`src/hw/rtl/s7u_pkg.sv`:
```
// Shared types and constants for the seven-bit packed text unpacker.
package s7u_pkg;

    localparam int unsigned RESULT_SLOTS = 3;

    localparam logic [3:0] MODE_PAIR  = 4'h0;
    localparam logic [3:0] MODE_PLAIN = 4'h1;
    localparam logic [2:0] PHASE_LAST = 3'd6;
    localparam logic [2:0] PHASE_WRAP = 3'd7;

    typedef enum logic [1:0] {
        STATUS_OK           = 2'd0,
        STATUS_BAD_HEADER   = 2'd1,
        STATUS_LEFTOVER     = 2'd2,
        STATUS_MISSING_HALF = 2'd3
    } status_t;

    typedef struct packed {
        logic [15:0] buffer;
        logic [2:0]  phase;
        logic [6:0]  accum;
        logic        half_pending;
        logic        plain_mode;
        logic        skipping;
    } s7u_state_t;

    typedef struct packed {
        logic [15:0] code_unit;
        status_t     status;
        logic        end_of_string;
    } s7u_result_t;

    typedef struct packed {
        s7u_result_t [RESULT_SLOTS-1:0] res;
        logic [1:0]                     cnt;
    } s7u_bundle_t;

endpackage

```
`src/hw/rtl/s7u_decode.sv`:
```
// Decode logic: one byte plus the string state gives the next state and up to three results.
module s7u_decode (
    input  s7u_pkg::s7u_state_t  state,
    input  logic [7:0]           data_byte,
    input  logic                 is_first,
    input  logic                 is_last,
    output s7u_pkg::s7u_state_t  state_next,
    output s7u_pkg::s7u_bundle_t bundle
);
    import s7u_pkg::*;

    s7u_state_t  st;
    s7u_bundle_t bd;
    logic [3:0]  mode;
    logic [2:0]  ph;
    logic [15:0] buf_w;
    logic [6:0]  grp;

    assign mode = data_byte[7:4];

    always_comb
    begin
        st    = state;
        bd    = '0;
        ph    = state.phase;
        buf_w = state.buffer;
        grp   = '0;

        if (is_first)
        begin
            st.buffer       = '0;
            st.phase        = '0;
            st.accum        = '0;
            st.half_pending = 1'b0;
            st.skipping     = 1'b0;
            if (mode != MODE_PAIR && mode != MODE_PLAIN)
            begin
                st.plain_mode = 1'b0;
                st.skipping   = 1'b1;
                bd.res[0]     = '{code_unit: 16'h0000, status: STATUS_BAD_HEADER,
                                  end_of_string: 1'b1};
                bd.cnt        = 2'd1;
            end
            else
            begin
                st.plain_mode = (mode == MODE_PLAIN);
                if (is_last)
                begin
                    st.skipping = 1'b1;
                    bd.res[0]   = '{code_unit: 16'h0000, status: STATUS_OK,
                                    end_of_string: 1'b1};
                    bd.cnt      = 2'd1;
                end
            end
        end
        else if (!state.skipping)
        begin
            if (ph >= PHASE_WRAP)
            begin
                ph = '0;
            end
            buf_w = state.buffer | ({8'h00, data_byte} << ph);

            // A second group is taken when the phase is about to wrap.
            for (int k = 0; k < 2; k++)
            begin
                if (k == 0 || ph == PHASE_LAST)
                begin
                    grp   = buf_w[6:0];
                    buf_w = buf_w >> 7;
                    if (st.plain_mode)
                    begin
                        bd.res[bd.cnt] = '{code_unit: {9'h000, grp}, status: STATUS_OK,
                                           end_of_string: 1'b0};
                        bd.cnt         = bd.cnt + 2'd1;
                    end
                    else if (!st.half_pending)
                    begin
                        st.accum        = grp;
                        st.half_pending = 1'b1;
                    end
                    else
                    begin
                        bd.res[bd.cnt]  = '{code_unit: {1'b0, grp, 1'b0, st.accum},
                                            status: STATUS_OK, end_of_string: 1'b0};
                        bd.cnt          = bd.cnt + 2'd1;
                        st.half_pending = 1'b0;
                    end
                end
            end

            st.buffer = buf_w;
            st.phase  = (ph == PHASE_LAST) ? 3'd0 : ph + 3'd1;

            if (is_last)
            begin
                if (buf_w != 16'h0000)
                begin
                    bd.res[bd.cnt] = '{code_unit: 16'h0000, status: STATUS_LEFTOVER,
                                       end_of_string: 1'b1};
                end
                else if (!st.plain_mode && st.half_pending)
                begin
                    bd.res[bd.cnt] = '{code_unit: 16'h0000, status: STATUS_MISSING_HALF,
                                       end_of_string: 1'b1};
                end
                else
                begin
                    bd.res[bd.cnt] = '{code_unit: 16'h0000, status: STATUS_OK,
                                       end_of_string: 1'b1};
                end
                bd.cnt      = bd.cnt + 2'd1;
                st.skipping = 1'b1;
            end
        end
    end

    assign state_next = st;
    assign bundle     = bd;

endmodule

```
`src/hw/rtl/s7u_emit.sv`:
```
// Result register: holds a decoded bundle, one result out per cycle unless stalled.
module s7u_emit (
    input  logic                 clk,
    input  logic                 rst_n,
    input  logic                 load_valid,
    output logic                 load_ready,
    input  s7u_pkg::s7u_bundle_t bundle,
    output logic                 result_valid,
    input  logic                 result_ready,
    output logic [15:0]          code_unit,
    output logic [1:0]           status,
    output logic                 end_of_string
);
    import s7u_pkg::*;

    s7u_result_t [RESULT_SLOTS-1:0] res_reg;
    logic [1:0]                     cnt_reg;
    logic [1:0]                     idx_reg;
    logic                           last_slot;
    s7u_result_t                    cur;

    assign result_valid = (cnt_reg != 2'd0);
    assign last_slot    = (idx_reg == cnt_reg - 2'd1);
    // The register frees up in the same cycle its final result is taken.
    assign load_ready   = !result_valid || (result_ready && last_slot);

    always_comb
    begin
        case (idx_reg)
            2'd0:    cur = res_reg[0];
            2'd1:    cur = res_reg[1];
            2'd2:    cur = res_reg[2];
            default: cur = res_reg[0];
        endcase
    end

    assign code_unit     = cur.code_unit;
    assign status        = cur.status;
    assign end_of_string = cur.end_of_string;

    always_ff @(posedge clk or negedge rst_n)
    begin
        if (!rst_n)
        begin
            cnt_reg <= '0;
            idx_reg <= '0;
        end
        else if (load_ready)
        begin
            cnt_reg <= load_valid ? bundle.cnt : 2'd0;
            idx_reg <= '0;
        end
        else if (result_ready)
        begin
            idx_reg <= idx_reg + 2'd1;
        end
    end

    always_ff @(posedge clk)
    begin
        if (load_valid && load_ready)
        begin
            res_reg <= bundle.res;
        end
    end

    a_idx_in_range: assert property (@(posedge clk) disable iff (!rst_n)
        result_valid |-> (idx_reg < cnt_reg))
        else $error("result index past bundle count");

    a_eos_is_final: assert property (@(posedge clk) disable iff (!rst_n)
        (result_valid && end_of_string) |-> last_slot)
        else $error("closing result is not the final one of its bundle");

    a_stall_holds: assert property (@(posedge clk) disable iff (!rst_n)
        (result_valid && !result_ready) |=> (result_valid && $stable(idx_reg)))
        else $error("stalled result moved");

endmodule

```
`src/hw/rtl/seven_bit_unpack_to_utf16_unit.sv`:
```
// Top level of the seven-bit packed text unpacker.
// A request passes the input register, then the result register, before its first
// result is offered. Throughput: one request per cycle while each yields at most one
// result taken at once; else the single result port paces (up to three per byte).
// Reset clears the string state (pair mode, not skipping) and empties both registers.
module seven_bit_unpack_to_utf16_unit (
    input  logic        clk,
    input  logic        rst_n,
    input  logic        item_valid,
    output logic        item_ready,
    input  logic [7:0]  data_byte,
    input  logic        is_first,
    input  logic        is_last,
    output logic        result_valid,
    input  logic        result_ready,
    output logic [15:0] code_unit,
    output logic [1:0]  status,
    output logic        end_of_string
);
    import s7u_pkg::*;

    logic        in_vld_reg;
    logic [7:0]  data_reg;
    logic        first_reg;
    logic        last_reg;
    s7u_state_t  state_reg;
    s7u_state_t  state_next;
    s7u_bundle_t bundle;
    logic        emit_ready;
    logic        advance;

    assign advance    = in_vld_reg && emit_ready;
    assign item_ready = !in_vld_reg || emit_ready;

    always_ff @(posedge clk or negedge rst_n)
    begin
        if (!rst_n)
        begin
            in_vld_reg <= 1'b0;
            state_reg  <= '0;
        end
        else
        begin
            if (item_ready)
            begin
                in_vld_reg <= item_valid;
            end
            if (advance)
            begin
                state_reg <= state_next;
            end
        end
    end

    always_ff @(posedge clk)
    begin
        if (item_valid && item_ready)
        begin
            data_reg  <= data_byte;
            first_reg <= is_first;
            last_reg  <= is_last;
        end
    end

    s7u_decode u_decode (
        .state      (state_reg),
        .data_byte  (data_reg),
        .is_first   (first_reg),
        .is_last    (last_reg),
        .state_next (state_next),
        .bundle     (bundle)
    );

    s7u_emit u_emit (
        .clk           (clk),
        .rst_n         (rst_n),
        .load_valid    (in_vld_reg),
        .load_ready    (emit_ready),
        .bundle        (bundle),
        .result_valid  (result_valid),
        .result_ready  (result_ready),
        .code_unit     (code_unit),
        .status        (status),
        .end_of_string (end_of_string)
    );

    a_phase_below_wrap: assert property (@(posedge clk) disable iff (!rst_n)
        state_reg.phase != PHASE_WRAP)
        else $error("byte phase reached the wrap value");

    a_skip_is_silent: assert property (@(posedge clk) disable iff (!rst_n)
        (advance && state_reg.skipping && !first_reg) |-> (bundle.cnt == 2'd0))
        else $error("skipped byte produced results");

endmodule
```
`config.mk`:
```
export PLATFORM = sky130hd
export DESIGN_NAME = seven_bit_unpack_to_utf16_unit
export DESIGN_NICKNAME = d
export VERILOG_FILES = /design/src/hw/rtl/s7u_pkg.sv /design/src/hw/rtl/s7u_decode.sv /design/src/hw/rtl/s7u_emit.sv /design/src/hw/rtl/seven_bit_unpack_to_utf16_unit.sv
export SDC_FILE = /design/constraint.sdc
export NUM_CORES = 1
export LEC_CHECK = 0
export BUFFER_PORTS_ARGS = -buffer_cell sky130_fd_sc_hd__buf_2
export CAP_MARGIN = 20
export CORE_MARGIN = 3
export CORE_UTILIZATION = 50
export CTS_CLUSTER_SIZE = 8
export DETAILED_ROUTE_END_ITERATION = 7
export PLACE_DENSITY = 0.69
export RECOVER_POWER = 100
export SYNTH_ARGS = -nofsm -noshare
export SYNTH_HDL_FRONTEND = slang
export SYNTH_SLANG_ARGS = --single-unit
```
`constraint.sdc`:
```
create_clock -name clk -period 6.41 [get_ports clk]
set_clock_uncertainty 0.2 [all_clocks]
set_input_delay 1.282 -clock clk [delete_from_list [all_inputs] [get_ports clk]]
set_output_delay 1.282 -clock clk [all_outputs]
set_load 0.02 [all_outputs]
```
[Yosys cells after proc, flatten, opt, wreduce, memory -nomap -nowiden]
Index checks and enable logic that the tools add are counted.
Operators by class
  reduce and logical (&&, ||, !) cells: 19
  divide/modulo/power cells: 0
  eq/ne operators: 7
  multiplexer cells: 52
  magnitude comparators: 5
  bitwise logic cells: 10
  shift-type cells: 1
  $add $sub $neg: 5
  multiply operators: 0
Operators with widths (number)
  59-bit 2-to-1 mux: 6
  21-bit 2-to-1 mux: 6
  57-bit bitwise mux: 2
  57-bit 2-to-1 mux: 2
  16-bit 2-to-1 mux: 5
  19-bit demux with 2-bit select: 2
  8-bit 2-to-1 mux: 7
  54-bit bitwise AND: 1
  27-bit 2-to-1 mux: 2
  54-bit inverter: 1
  51-bit bitwise AND: 1
  51-bit inverter: 1
  48-bit bitwise AND: 1
  48-bit inverter: 1
  19-bit 2-to-1 mux: 2
  19-bit one-hot mux with 2 select lines: 1
  20-bit 2-to-1 mux: 1
  16-bit OR: 1
  16-bit nonzero test: 1
  8-bit by 3-bit left shift with 16-bit output: 1
  3-bit 2-to-1 mux: 5
  7-bit 2-to-1 mux: 2
  9-bit OR: 1
  2-bit 2-to-1 mux: 4
  other kinds (23): 42
Word-level totals
  memories: 0
  bits in read-only memories: 0
  memory bits (writable): 0
  latch bits: 0
  register bits: 101
  logic and storage cells: 120
  input bits: 14

[Longest topological paths before layout]
  word-level depth: 32
  depth in mapped cells: 14

[By module]
From an unflattened synthesis, not the netlist that was laid out.
Second synthesis, totals
  cell total of the unflattened synthesis: 581
  area, all modules: 6009.5 um2
Modules (own cells, without submodules)
  s7u_emit: sequential area each 1811.7 um2, times used 1, cells each 147, area each 2314.7 um2
  s7u_decode: sequential area each 0.0 um2, times used 1, cells each 358, area each 2228.4 um2
  seven_bit_unpack_to_utf16_unit: sequential area each 1051.0 um2, times used 1, cells each 76, area each 1466.4 um2

[Worst setup path after synthesis]
No wires, ideal clock.
  kind: input to register
  start: in result_ready
  end: reg state_reg[1] (netlist name)
  setup slack: 2.906 ns
  setup time: 0.123 ns
  arrival time: 3.181 ns
  stages: 5
  buffers on the path: 1
  required time: 6.087 ns
  cells stage by stage: a31o_2 -> and2_1 -> clkbuf_1 -> a21oi_1 -> a41o_1
On the way
  longest elaborated chain between the ends: 4
RTL lines
  from (decl): line seven_bit_unpack_to_utf16_unit.sv:15  | input logic result_ready,
  1-bit logical AND: line s7u_emit.sv:25  | assign load_ready = !result_valid || (result_ready && last_slot);
  1-bit logical OR: line s7u_emit.sv:25
  1-bit logical AND: line seven_bit_unpack_to_utf16_unit.sv:32  | assign advance = in_vld_reg && emit_ready;
  via advance: line seven_bit_unpack_to_utf16_unit.sv:30  | logic advance;
  2-bit AND reduction (no source line)
  to (signal assigned): line seven_bit_unpack_to_utf16_unit.sv:50  | state_reg <= state_next;
  to (decl): line seven_bit_unpack_to_utf16_unit.sv:26  | s7u_state_t state_reg;
The timed path passes the listed nets, and every way through them passes these cells.
A chain may end at the register's enable or synchronous reset.

[Worst setup path in the final report]
  start: in result_ready
  end: reg state_reg[1] (netlist name)
On the way
  longest elaborated chain between the ends: 4
RTL lines (line)
  1-bit logical AND: s7u_emit.sv:25
  1-bit logical OR: s7u_emit.sv:25
  1-bit logical AND: seven_bit_unpack_to_utf16_unit.sv:32
  2-bit AND reduction (no source line)
Every way passes these cells.

==> run_results.csv <==
group,metric,value,unit
drt,firstDrtPassIters,5,
clocking,postCtsSetupRepairBufs,0,
floorplan,ios,35,
floorplan,dieWidth,100,µm
logic_synthesis,synth_flop_cell,"edfxtp_1",
place,io_buffer_count,32,
status,violations,"max-capacitance violations, max-slew violations",
global_routing,grt_pass1_wl,18.3,mm
worst_setup_path,critPathCapture,"state_reg[1]",
drt,dr_total_vias,3746,
global_routing,grt_pass1_vias,3419,
final_layout,n_fill_cell,772,
logic_synthesis,synth.distinct_cells,64,
place,place_ws,2570,ps
sta,finalCriticalPeriod,4280,ps
worst_setup_path,critPathRequiredTime,6450,ps
logic_synthesis,synth_area,0.00445,mm²
min_path,hold_path.class,"reg2reg",
worst_setup_path,crit_start,"result_ready",
logic_synthesis,synth_cells,463,
clocking,cts_num_sinks,73,
clocking,clock_path_buffers,2,
sta,drv_slew,44,
final_layout,final_layout_size_suffix_gt1_frac,0.0795,
worst_setup_path,crit_path_start_kind,"input pin",
pwr,p_per_area,423,mW/mm²
global_routing,antenna_found_initial,0,
pwr,irDropWorstVdd,0.185,mV
floorplan,rows,33,
clocking,numCtsBuffers,9,
sta,hold_viol_final,0,
sta,worstMarginPinSlew,2610,ps
logic_synthesis,ys_seq_elements,73,
logic_synthesis,ys_seq_area_frac,0.463,
worst_setup_path,reg2reg_to,"state_reg[1]",
sta,setup_violations,0,
status,status,"finished, violations left",
flow_run,maxCapViolCount,1,
place,gp_congestion,0.941,
drt,first_iter_violations,400,
floorplan,start_util,0.529,
drt,wl,11.1,mm
drt,drc_errors,0,
floorplan,fp.dieH,100,µm
final_layout,fin_util,0.571,
clocking,cts_root_buf,"clkbuf_8",
final_layout,nets,496,
sta,rsz0062_at_grt,"false",
drt,detail-route-antenna-nets,0,
final_layout,largest_reg_flops,37,
worst_setup_path,criticalPathCategory,"in2reg",
drt,via_per_inst,6.43,
worst_setup_path,r2r_cells,7,
drt,avgRoutedWirePerCell,19.0,µm
final_layout,num_antenna_cells,0,
floorplan,core_region_area,0.00842,mm²
worst_setup_path,reg2reg_slack,2330,ps
clocking,htreeDepth,3,
worst_setup_path,crit_fanout,43,
logic_synthesis,synth_edf_count,47,
clocking,cts_tree,"built",
global_routing,grt_max_degree,47,
sta,setup_slack,2130,ps
clocking,cts_resized,0,
logic_synthesis,async_reset_ff_frac,0.356,
place,dpl.hpwl,7.69,mm
worst_setup_path,end_kind,"flop",
worst_setup_path,arrival,4320,ps
sta,fin_crit_sh,0.668,
floorplan,dieArea,0.0101,mm²
sta,timing.fmax,234,MHz
clocking,clk_latency,360,ps
logic_synthesis,syn_avg_cell_area,9.62,µm²
worst_setup_path,r2r_start,"u_emit.cnt_reg[0]",
logic_synthesis,yosys_warnings,0,
global_routing,grt_use_total,0.233,
sta,hold-worst-slack,290,ps
sta,slew_headroom,-0.739,
global_routing,gr-total-overflow,0,
clocking,hold_buffers,0,
final_layout,mostFrequentLayoutCells,"47 x edfxtp_1, 46 x nand2_1, 37 x nor2_1",
sta,fin_setup_tns,0,ps
clocking,cts.reportedPaths.clkPinSlew,80,ps
final_layout,mostFrequentLayoutCell,"edfxtp_1",
pwr,leakagePower,1.85,nW
final_layout,area_growth,7.98,%
-- final cells by class --
class	instances	area (µm²)	area share
clock buffers	10	128	0.0265
clock inverters	6	108	0.0224
inverters	18	67.6	0.0140
multi-input cells	336	2160	0.449
flip-flops and latches	73	2060	0.429
well taps	105	131	0.0273
repair buffers	35	153	0.0317
-- worst max-delay path, stage by stage --
cell and delay, ps:
clkbuf_1 190, a31o_1 320, and2_0 1940, a21oi_1 280
a41o_1 300
-- routing by layer --
layer  routed length (µm)  up-vias  share of wire  global-route usage
li1                     -     1747              -                   -
met1                 4860     1790           0.44               0.339
met2                 5020      183           0.45               0.343
met3                  928       26          0.084              0.0486
met4                  250        0          0.023              0.0881
met5                    0        -              0                   0
-- cell families (layout without fill, tap and decap cells) --
family          count (synthesis)  in the layout  share of synthesized area
compound gates                145            145                      0.228
xor+xnor                        4              4                    0.00787
fa+ha+maj                       9              9                     0.0253
buf+inv                        55             69                     0.0528
flops                          73             73                      0.463
mux                            18             18                     0.0463
other cells                     1              2                   0.000842
simple gates                  158            158                      0.176
-- worst min path at each step --
stage | slack (ps) | cells after the start | endpoint | startpoint
2_1_floorplan | 250 | 2 | state_reg[13] | state_reg[13]
3_3_place_gp | 270 | 2 | state_reg[13] | state_reg[13]
3_5_place_dp | 280 | 2 | state_reg[13] | state_reg[13]
4_1_cts | 300 | 2 | state_reg[13] | state_reg[13]
5_1_grt | 340 | 2 | state_reg[14] | state_reg[14]
6_report | 290 | 2 | state_reg[13] | state_reg[13]
-- where the power goes --
group	internal (mW)	leakage (nW)	switching [mW]
logic	0.286	0.909	0.578
clock network	0.257	0.118	0.172
registers	0.649	0.825	0.0938
-- stage by stage --
| stage | instances | cell area (µm²) | power, mW |
|---|---|---|---|
| final | 583 | 4810 | 2.04 |
| after global placement | 567 | 4610 | 1.61 |
| after CTS | 583 | 4840 | 2.04 |
| after detailed placement | 567 | 4610 | 1.61 |
| after floorplan | 464 | 4460 | 1.38 |
| after global routing | 583 | 4810 | 2.17 |
-- synthesized netlist by cell type (3+ instances only) --
cell / instances / area, µm²
nand3_1: 11 / 55.1
nand2b_1: 6 / 37.5
nor3_1: 13 / 65.1
and3_1: 4 / 25.0
a221oi_1: 3 / 26.3
and2_1: 10 / 62.6
a22oi_1: 6 / 45.0
nand2_1: 46 / 173
clkbuf_1: 22 / 82.6
and3b_1: 3 / 26.3
buf_4: 3 / 22.5
o22ai_1: 14 / 87.6
a21oi_1: 19 / 95.1
o21bai_1: 3 / 22.5
buf_2: 8 / 40.0
a2bb2oi_1: 3 / 26.3
inv_2: 3 / 11.3
o221ai_1: 4 / 35.0
buf_1: 3 / 11.3
nor2_1: 37 / 139
edfxtp_1: 47 / 1410
ha_1: 9 / 113
a22o_1: 12 / 105
a221o_1: 3 / 30.0
nand3b_1: 4 / 30.0
a21boi_1: 5 / 37.5
inv_1: 15 / 56.3
a31oi_1: 11 / 68.8
a21o_1: 4 / 30.0
a211oi_1: 8 / 60.1
o21a_1: 3 / 22.5
nor3b_1: 9 / 67.6
mux2i_1: 12 / 120
nor2b_1: 7 / 43.8
o21ai_1: 19 / 95.1
dfrtp_1: 26 / 651
mux2_2: 3 / 33.8
o31ai_1: 4 / 30.0
o21ai_0: 9 / 45.0
(Power assumes the default switching activity.)
